==> src/rtl/bp_div_cell.sv <==
// bp_div_cell: one restoring division step, one quotient bit per cell
// standalone; chained by parabola_breakpoint
module bp_div_cell #(
  parameter int DW = 33,
  parameter int QW = 32,
  parameter int SW = 8
) (
  input  logic          clk,
  input  logic          rst,
  input  logic          en,
  input  logic          in_v,
  input  logic [DW-1:0] in_rem,
  input  logic [QW-1:0] in_nq,
  input  logic [DW-1:0] in_d,
  input  logic [SW-1:0] in_side,
  output logic          out_v,
  output logic [DW-1:0] out_rem,
  output logic [QW-1:0] out_nq,
  output logic [DW-1:0] out_d,
  output logic [SW-1:0] out_side
);

  logic [DW:0] rem_sh;
  logic [DW:0] diff;
  logic        ge;

  // numerator bits leave the top of nq while quotient bits enter the bottom
  assign rem_sh = {in_rem, in_nq[QW-1]};
  assign diff   = rem_sh - {1'b0, in_d};
  assign ge     = (rem_sh >= {1'b0, in_d});

  always_ff @(posedge clk) begin
    if (rst) begin
      out_v <= 1'b0;
    end else if (en) begin
      out_v <= in_v;
    end
  end

  always_ff @(posedge clk) begin
    if (en) begin
      out_rem  <= ge ? diff[DW-1:0] : rem_sh[DW-1:0];
      out_nq   <= {in_nq[QW-2:0], ge};
      out_d    <= in_d;
      out_side <= in_side;
    end
  end

endmodule

==> config.mk <==
export PLATFORM = sky130hd
export DESIGN_NAME = bp_div_cell
export DESIGN_NICKNAME = d
export VERILOG_FILES = /design/src/rtl/bp_div_cell.sv
export SDC_FILE = /design/constraint.sdc
export NUM_CORES = 1
export LEC_CHECK = 0
export CAP_MARGIN = 20
export CORE_UTILIZATION = 52
export DETAILED_ROUTE_END_ITERATION = 8
export DONT_BUFFER_PORTS = 1
export PLACE_DENSITY_LB_ADDON = 0.3
export SLEW_MARGIN = 20
export SYNTH_ARGS = -nofsm -noshare
export SYNTH_HDL_FRONTEND = slang
export SYNTH_SLANG_ARGS = --single-unit
==> constraint.sdc <==
create_clock -name clk -period 3.1 [get_ports clk]
set_input_delay 0.155 -clock clk [delete_from_list [all_inputs] [get_ports clk]]
set_output_delay 0.155 -clock clk [all_outputs]
set_load 0.01 [all_outputs]
==> results.yml <==
synth:
  ys_async_sr_fraction_pct: 0
  synth-seq-cells: 107
  ys.flop_type: "edfxtp_1"
  yosys_warnings: 0
  postSynthCellCount: 476
  ys_types: 51
  synth-seq-area-share_pct: 57.13
  syn_avg_cell_area_um2: 11.78
  synthesis.area_mm2: 0.005607
  synth_edf_count: 106
  yosysTopAreaCell: "edfxtp_1"
  synth.net_count: 620
  synthTopCellsByArea: "edfxtp_1 (57%), ha_1 (7.4%), nand2_1 (4.0%)"
  synth_top_cell_area_share_pct: 56.77
sta:
  fmax_mhz: 386.4
  slew_headroom_pct: 62.95
  skew_ns: 0
  finalMaxSlewViolations: 0
  finalCritPeriodShare_pct: 83.48
  setup-violations-final: 0
  final-hold-violation-count: 0
  finalWorstSetupSlack_ns: 0.5123
  fin_setup_tns_ns: 0
  fin_crit_ns: 2.588
  worst_pin_slew_ns: 0.5557
  rsz0062_at_grt: "no"
detailed_routing:
  wirelength_um: 14440
  viasPerCell: 5.660
  drt_pass1_iterations: 4
  first_iter_violations: 280
  wl_per_cell_um: 19.89
  vias: 4109
  drc_errors: 0
  detail-route-antenna-nets: 0
cts:
  clk_pin_slew_ns: 0.10
  clk_latency_ns: 0.36
  htreeDepth: 3
  cts_buffers: 9
  cts_resized: 0
  cts_tree: "built"
  clock_sinks: 107
  cts_max_path_buffers: 2
  clockRootBuffer: "clkbuf_8"
worst_setup_path:
  reg2reg_slack_ns: 1.85
  reg2reg_from: "out_v"
  r2r_cells: 3
  critPathLaunchType: "input port"
  crit_chain: "inv_1 > ha_1 > inv_1 > fa_1 > a21o_1 > a221o_2 > a211oi_1 > o21ai_0 > a21oi_1 > o311ai_0 > xnor2_1 > o21ai_1"
  path_class: "in2reg"
  end_kind: "flop"
  r2r-end: "out_v"
  path_max_fanout: 4
  slowest_delay_ns: 0.39
  worstPathArrival_ns: 2.72
  crit_top_cell: "inv_1"
  cp_slowest_cell: "fa_1"
  worstPathRequired_ns: 3.23
  critical-path-top-delay-family: "compound AO/OA/AOI/OAI gates"
  crit_buf_inv: 2
placed_design:
  place_ws_ns: 0.1344
  dpl.hpwl_um: 9647
  routabilityCongestion: 0.8764
  io_buffer_count: 0
final_layout:
  nFillCells: 783
  synthToLayoutAreaGrowth_pct: 25.95
  antennaDiodeCount: 0
  multi_input_area_mm2: 0.002157
  fin_nets: 729
  seqCellArea_mm2: 0.003203
  drive_above_1_share_pct: 7.797
run_status:
  status: "finished, final reports clean"
global_route:
  grt_usage_pct: 26.41
  grt_use_met3_pct: 5.813
  grt_pass1_vias: 4251
  grt_max_degree: 107
  antenna_found_initial: 0
  grt-busiest-layer: "met2"
  grt_pass1_wl_um: 22480
  gr-usage-met2_pct: 45.80
  overflow: 0
  gr-usage-met1_pct: 33.33
pwr:
  ir_worst_vdd_mv: 0.3327
  p_per_area_mw_per_mm2: 498.8
  p_leak_nw: 2.766
floorplanning:
  die-area_mm2: 0.01120
  placementRows: 37
  die_x_um: 105.8
  ios: 217
  fp.dieH_um: 105.8
  initial_core_util_pct: 54.07
  core_area_mm2: 0.01037
hold_path:
  holdPathEnd: "out_rem[30]"
  min_path_cells: 3
  hold_path.class: "in2reg"
  hold_start: "in_rem[32]"
run:
  max_cap_violations: 0
[placed cells by master, fill, tap and decap left out, types with 2 or more instances in the layout]
| master | count |
|---|---|
| ha_1 | 33 |
| a21o_1 | 12 |
| dlygate4sd3_1 | 107 |
| inv_1 | 42 |
| o21ai_0 | 23 |
| nor4_1 | 4 |
| nand4_1 | 4 |
| o21ai_1 | 6 |
| xor2_1 | 12 |
| or3_1 | 2 |
| a211oi_1 | 5 |
| o31ai_1 | 4 |
| a2111oi_0 | 2 |
| edfxtp_1 | 106 |
| nor3_1 | 5 |
| nor2_1 | 21 |
| clkinvlp_4 | 2 |
| o21a_1 | 4 |
| nand2_1 | 59 |
| o21bai_1 | 6 |
| buf_12 | 3 |
| and3_1 | 7 |
| clkbuf_8 | 10 |
| nand3_1 | 8 |
| o21ai_2 | 16 |
| a21oi_1 | 32 |
| nand2b_1 | 4 |
| a21boi_0 | 3 |
| xnor2_1 | 16 |
| o211ai_1 | 2 |
| a31oi_1 | 3 |
[through the flow]
step | total power [mW] | cell area, um2 | hold slack, ns | std cells | util, %
after floorplan | 2.363 | 5607 | 0.2274 | 476 | -
after global placement | 2.493 | 5756 | 0.2294 | 602 | 55.50
after detailed placement | 2.504 | 5756 | 0.2380 | 602 | 55.50
after CTS | 3.531 | 7062 | 0.1220 | 726 | 68.10
after global routing | 3.673 | 7062 | 0.1560 | 726 | 68.10
final | 3.522 | 7062 | 0.1503 | 726 | 68.10
[per-layer routing]
layer | part of all wire [%] | routed length, um
met1 | 41 | 5962
met5 | 0 | 0
met3 | 7.4 | 1072
met4 | 1.0 | 150
met2 | 50 | 7251
[sequential cells by signal, indices dropped and copies added, names as in the netlist]
name	flops
out_d	33
out_rem	33
out_nq	32
out_side	8
out_v	1
[worst max path at each step]
stage,cells past startpoint,from,endpoint,slack (ns)
after global placement,12,in_nq[31],out_rem[32],0.12
final,12,in_nq[31],out_rem[32],0.51
after global routing,12,in_nq[31],out_rem[32],0.27
after floorplan,12,in_nq[31],out_rem[1],0.38
after CTS,12,in_nq[31],out_rem[32],0.53
after detailed placement,12,in_nq[31],out_rem[32],0.13
[cell type report]
class	instances	share of cell area (%)
Clock buffer	10	1.949
Clock inverter	6	0.9922
Inverter	42	2.232
Multi-Input combinational cell	313	30.55
Sequential cell	107	45.36
Tap cell	136	2.410
Timing Repair Buffer	112	16.51
[Yosys cell counts (7+ instances only)]
master	count
nor2_1	21
nand2_1	59
a21o_1	12
a21oi_1	32
nand3_1	8
o21ai_2	16
o21ai_0	23
ha_1	33
and3_1	7
inv_1	42
xnor2_1	16
edfxtp_1	106
xor2_1	12
[cells by family after synthesis]
group | share of synthesized area [%]
xor+xnor | 4.374
compound gates | 16.43
fa+ha+maj | 7.722
simple gates | 9.306
mux | 0.4463
flops | 57.13
buf+inv | 4.597
[what timing repair did]
| action | in CTS | in global routing |
|---|---|---|
| hold endpoints to repair | 212 | 0 |
| buffers inserted | 0 | 0 |
| setup endpoints to repair | 0 | 0 |
| hold buffers | 108 | 0 |
[report_power, final]
part	internal (mW)	leakage (nW)	switching, mW
combinational	0.322	1.62	0.369
sequential	1.78	1.04	0.148
clock	0.403	0.101	0.499
[tightest hold or removal path, cell delays in order]
cell and delay [ns]:
a211o_1 0.07, a31oi_1 0.05, o21ai_1 0.13
Power figures use the tool's default switching activity.
