`src/rtl/bp_sqrt_cell.sv`:
```
// bp_sqrt_cell: one digit-by-digit square root step, one root bit per cell
// standalone; chained by parabola_breakpoint
module bp_sqrt_cell #(
  parameter int RW = 65,
  parameter int SW = 8
) (
  input  logic            clk,
  input  logic            rst,
  input  logic            en,
  input  logic            in_v,
  input  logic [2*RW-1:0] in_rad,
  input  logic [RW+1:0]   in_rem,
  input  logic [RW-1:0]   in_root,
  input  logic [SW-1:0]   in_side,
  output logic            out_v,
  output logic [2*RW-1:0] out_rad,
  output logic [RW+1:0]   out_rem,
  output logic [RW-1:0]   out_root,
  output logic [SW-1:0]   out_side
);

  logic [RW+1:0] rem_sh;
  logic [RW+1:0] trial;
  logic          ge;

  // remainder stays below 2*root+1, so its top two bits are zero here
  assign rem_sh = {in_rem[RW-1:0], in_rad[2*RW-1 -: 2]};
  assign trial  = {in_root, 2'b01};
  assign ge     = (rem_sh >= trial);

  always_ff @(posedge clk) begin
    if (rst) begin
      out_v <= 1'b0;
    end else if (en) begin
      out_v <= in_v;
    end
  end

  always_ff @(posedge clk) begin
    if (en) begin
      out_rad  <= {in_rad[2*RW-3:0], 2'b00};
      out_rem  <= ge ? (rem_sh - trial) : rem_sh;
      out_root <= {in_root[RW-2:0], ge};
      out_side <= in_side;
    end
  end

endmodule

```
`config.mk`:
```
export PLATFORM = sky130hd
export DESIGN_NAME = bp_sqrt_cell
export DESIGN_NICKNAME = d
export VERILOG_FILES = /design/src/rtl/bp_sqrt_cell.sv
export SDC_FILE = /design/constraint.sdc
export NUM_CORES = 1
export LEC_CHECK = 0
export ABC_CLOCK_PERIOD_IN_PS = 6920
export BUFFER_PORTS_ARGS = -buffer_cell sky130_fd_sc_hd__buf_4
export CORE_AREA = 10 10 206 208
export DETAILED_ROUTE_END_ITERATION = 6
export DIE_AREA = 0 0 216 218
export HOLD_SLACK_MARGIN = 0.02
export MAX_ROUTING_LAYER = met4
export PLACE_DENSITY = 0.66
export RECOVER_POWER = 50
export REMOVE_ABC_BUFFERS = 1
export SLEW_MARGIN = 20
export SYNTH_ARGS = -nofsm -noshare
export SYNTH_HDL_FRONTEND = slang
export SYNTH_SLANG_ARGS = --single-unit
```
`constraint.sdc`:
```
create_clock -name clk -period 6.92 [get_ports clk]
set_clock_uncertainty 0.05 [all_clocks]
set_input_delay 0.346 -clock clk [delete_from_list [all_inputs] [get_ports clk]]
set_output_delay 0.346 -clock clk [all_outputs]
set_load 0.02 [all_outputs]
```
==> metrics.json <==
{
  "vias_per_cell": {"value": 5.03},
  "violations": {"value": "capacitance limit, slew limit"},
  "synth_area_per_cell": {"value": 11.7, "unit": "µm²"},
  "p_int": {"value": 0.00344, "unit": "W"},
  "numClockSinks": {"value": 269},
  "portbufs": {"value": 540},
  "worstSetupEndpointType": {"value": "register"},
  "initial_utilization": {"value": 0.348},
  "cts_hold_buffers": {"value": 260},
  "num-nets-final": {"value": 2269},
  "areaGrowthSynthToFinish": {"value": 57.9, "unit": "%"},
  "synthDominantCellAreaShare": {"value": 0.605},
  "ys_top_cells_by_count": {"value": "268 x edfxtp_1, 127 x nand2_1, 104 x o21ai_0"},
  "synth_flop_cell": {"value": "edfxtp_1"},
  "floorplan.die_area": {"value": 47100, "unit": "µm²"},
  "holdPathStages": {"value": 3},
  "r2r.worst_path.cells": {"value": 3},
  "post_cts_resized": {"value": 0},
  "postCtsSetupRepairBufs": {"value": 0},
  "cts-buffers-inserted": {"value": 31},
  "grt_start_max_net_pins": {"value": 145},
  "grt_antenna_before_repair": {"value": 2},
  "layout_worst_path_cycle_share": {"value": 0.754},
  "drt_iter0_markers": {"value": 1030},
  "routed_wl": {"value": 56.2, "unit": "mm"},
  "post-dp-hpwl": {"value": 41.0, "unit": "mm"},
  "status": {"value": "finished with violations"},
  "finalSetupViolCount": {"value": 0},
  "actual_slew_at_the_worst_max_slew_pin": {"value": 6.00, "unit": "ns"},
  "io_pins": {"value": 545},
  "timing.reg2reg.setup_slack": {"value": 5.56, "unit": "ns"},
  "maxClockFrequency": {"value": 192, "unit": "MHz"},
  "global_route.overflow_total": {"value": 0},
  "clock_latency": {"value": 0.58, "unit": "ns"},
  "grt_first_pass_wirelength": {"value": 82.6, "unit": "mm"},
  "tritoncts": {"value": "built"},
  "final.fill_count": {"value": 3261},
  "synth_top_cell_by_area": {"value": "edfxtp_1"},
  "number_of_global_route_vias_before_repair": {"value": 12700},
  "global_route_total_usage_across_every_layer": {"value": 0.233},
  "detail_route.first_pass.iterations": {"value": 5},
  "remaining_drc_errors": {"value": 0},
  "regArea": {"value": 8070, "unit": "µm²"},
  "die_w": {"value": 216, "unit": "µm"},
  "timing.final.hold_violations": {"value": 0},
  "hold_path.startpoint": {"value": "in_rem[22]"},
  "power.net_switching": {"value": 0.00148, "unit": "W"},
  "design.core.area": {"value": 38300, "unit": "µm²"},
  "yosysSeqAreaShare": {"value": 0.606},
  "dr_wl_cell": {"value": 22.7, "unit": "µm"},
  "maxCapViolations": {"value": 1},
  "synth_edf_count": {"value": 268},
  "worst_setup_path_start_kind": {"value": "input pin"},
  "timing.slew.headroom": {"value": -3.00},
  "row_count": {"value": 72},
  "synth.yosys.warnings": {"value": 0},
  "max-vdd-ir-drop": {"value": 0.165, "unit": "mV"},
  "timing.final.crit_period": {"value": 5.22, "unit": "ns"},
  "vias": {"value": 12400},
  "synth_most_common_cell": {"value": "edfxtp_1"},
  "detail-route-antenna-nets": {"value": 0},
  "post_synthesis_sequential_element_count": {"value": 269},
  "cp.arrival": {"value": 5.69, "unit": "ns"},
  "timing.hold.worst.class": {"value": "input pin to register"},
  "drive_gt1_frac": {"value": 0.252},
  "cts_max_path_buffers": {"value": 3},
  "combinationalPowerShare": {"value": 0.257},
  "powerDensity": {"value": 234, "unit": "nW/µm²"},
  "power.share.switching": {"value": 0.302},
  "dpl-instance-area": {"value": 17800, "unit": "µm²"},
  "yosys-top-cells-area": {"value": "edfxtp_1 60%, ha_1 6.3%, o21ai_0 3.9%"},
  "critical_path.reg2reg.startpoint": {"value": "out_v$_SDFFE_PP0P_"},
  "synthesized_instance_count": {"value": 1140},
  "multi_input_gate_area": {"value": 4680, "unit": "µm²"},
  "cp_data_required_time": {"value": 7.39, "unit": "ns"},
  "mappedNetlistArea": {"value": 13300, "unit": "µm²"},
  "async_flop_share": {"value": 0},
  "chipHeight": {"value": 218, "unit": "µm"},
  "worst_hold_path.endpoint": {"value": "out_rem[24]$_DFFE_PP_"},
  "ys_types": {"value": 64},
  "critical_path.startpoint": {"value": "en"},
  "report.power.total": {"value": 0.00492, "unit": "W"},
  "clock_tree.root_cell": {"value": "clkbuf_16"},
  "placedCellCount": {"value": 2153},
  "timing_max_transition_violations_final": {"value": 127},
  "power.sequential.fraction": {"value": 0.414},
  "crit_type": {"value": "input pin to register"},
  "p_leak": {"value": 8.80, "unit": "nW"},
  "cp_max_fo": {"value": 126},
  "cts_htree_levels": {"value": 1},
  "p_clk_frac": {"value": 0.329},
  "worst_hold_slack": {"value": 0.0440, "unit": "ns"},
  "gpl.final_weighted_congestion": {"value": 0.884},
  "cts.reportedPaths.clkPinSlew": {"value": 0.06, "unit": "ns"},
  "rsz_0062_raised_after_global_routing": {"value": "false"},
  "setup_tns_final": {"value": 0, "unit": "ns"},
  "post_layout_nonfiller_instances": {"value": 2470},
  "design_area": {"value": 21000, "unit": "µm²"},
  "rr_endpoint": {"value": "out_v$_SDFFE_PP0P_"}
}
==> registers in the layout (all words and copies together) (netlist names) <==
register / cells
out_v: 1
out_side: 8
out_rem: 67
out_root: 65
out_rad: 128
==> placed cells by master (no fill, tap or decap), types with 23 or more instances in the layout <==
| master | Yosys | final |
|---|---|---|
| xnor2_1 | 33 | 33 |
| ha_1 | 67 | 67 |
| nand4_1 | 31 | 31 |
| edfxtp_1 | 268 | 268 |
| nand2_1 | 127 | 127 |
| dlygate4sd3_1 | 0 | 260 |
| clkbuf_4 | 0 | 168 |
| a21oi_1 | 92 | 92 |
| clkbuf_1 | 35 | 113 |
| xor2_1 | 23 | 23 |
| inv_1 | 90 | 90 |
| o21ai_0 | 104 | 104 |
| clkbuf_16 | 0 | 31 |
| nor2_1 | 59 | 59 |
| buf_4 | 3 | 263 |
| a21o_1 | 25 | 25 |
==> final cells by class <==
type                            count  share of cell area
Tap cell                          518              0.0308
Inverter                           91              0.0163
Timing Repair Buffer              804               0.299
Clock buffer                       33              0.0373
Multi-Input combinational cell    731               0.223
Sequential cell                   269               0.384
Clock inverter                     21             0.00941
Antenna cell                        3            0.000357
==> critical path, cell delays in order <==
cell	delay, ns
dlymetal6s2s_1	4.10
mux2i_1	0.33
nor2_1	0.28
dlygate4sd3_1	0.58
==> worst max path at each step <==
stage,end,slack (ns)
CTS,out_rem[29]$_DFFE_PP_,2.07
detailed placement,out_rem[29]$_DFFE_PP_,2.06
global route,out_v$_SDFFE_PP0P_,0.95
global placement,out_rem[14]$_DFFE_PP_,2.16
finish,out_v$_SDFFE_PP0P_,1.70
floorplan,out_rem[12]$_DFFE_PP_,2.38
==> logic make-up after synthesis <==
group           after synthesis  share of synthesized area
xor+xnor                     56                     0.0368
mux                           3                    0.00235
simple gates                281                     0.0962
other cells                   1                   0.000282
fa+ha+maj                    67                     0.0630
buf+inv                     141                     0.0422
compound gates              322                      0.153
flops                       269                      0.606
==> metal layers <==
layer,part of all wire,GRT usage
met4,0.037,0.0858
met1,0.39,0.267
met5,0,-
met3,0.070,0.0449
met2,0.50,0.400
==> stage by stage <==
stage	worst slack, ns	utilization
5_1_grt	0.947	0.549
2_1_floorplan	2.38	-
3_5_place_dp	2.06	0.466
6_report	1.70	0.549
3_3_place_gp	2.16	0.466
4_1_cts	2.07	0.560
==> power groups by stage <==
stage	logic [W]	clock network (W)	registers, W
5_1_grt	0.00136	0.00172	0.00205
2_1_floorplan	0.000401	0	0.00226
3_3_place_gp	0.00116	0	0.00205
6_report	0.00127	0.00162	0.00204
4_1_cts	0.00131	0.00165	0.00202
3_5_place_dp	0.00117	0	0.00206
No activity file was read; power rests on OpenSTA's default activity.
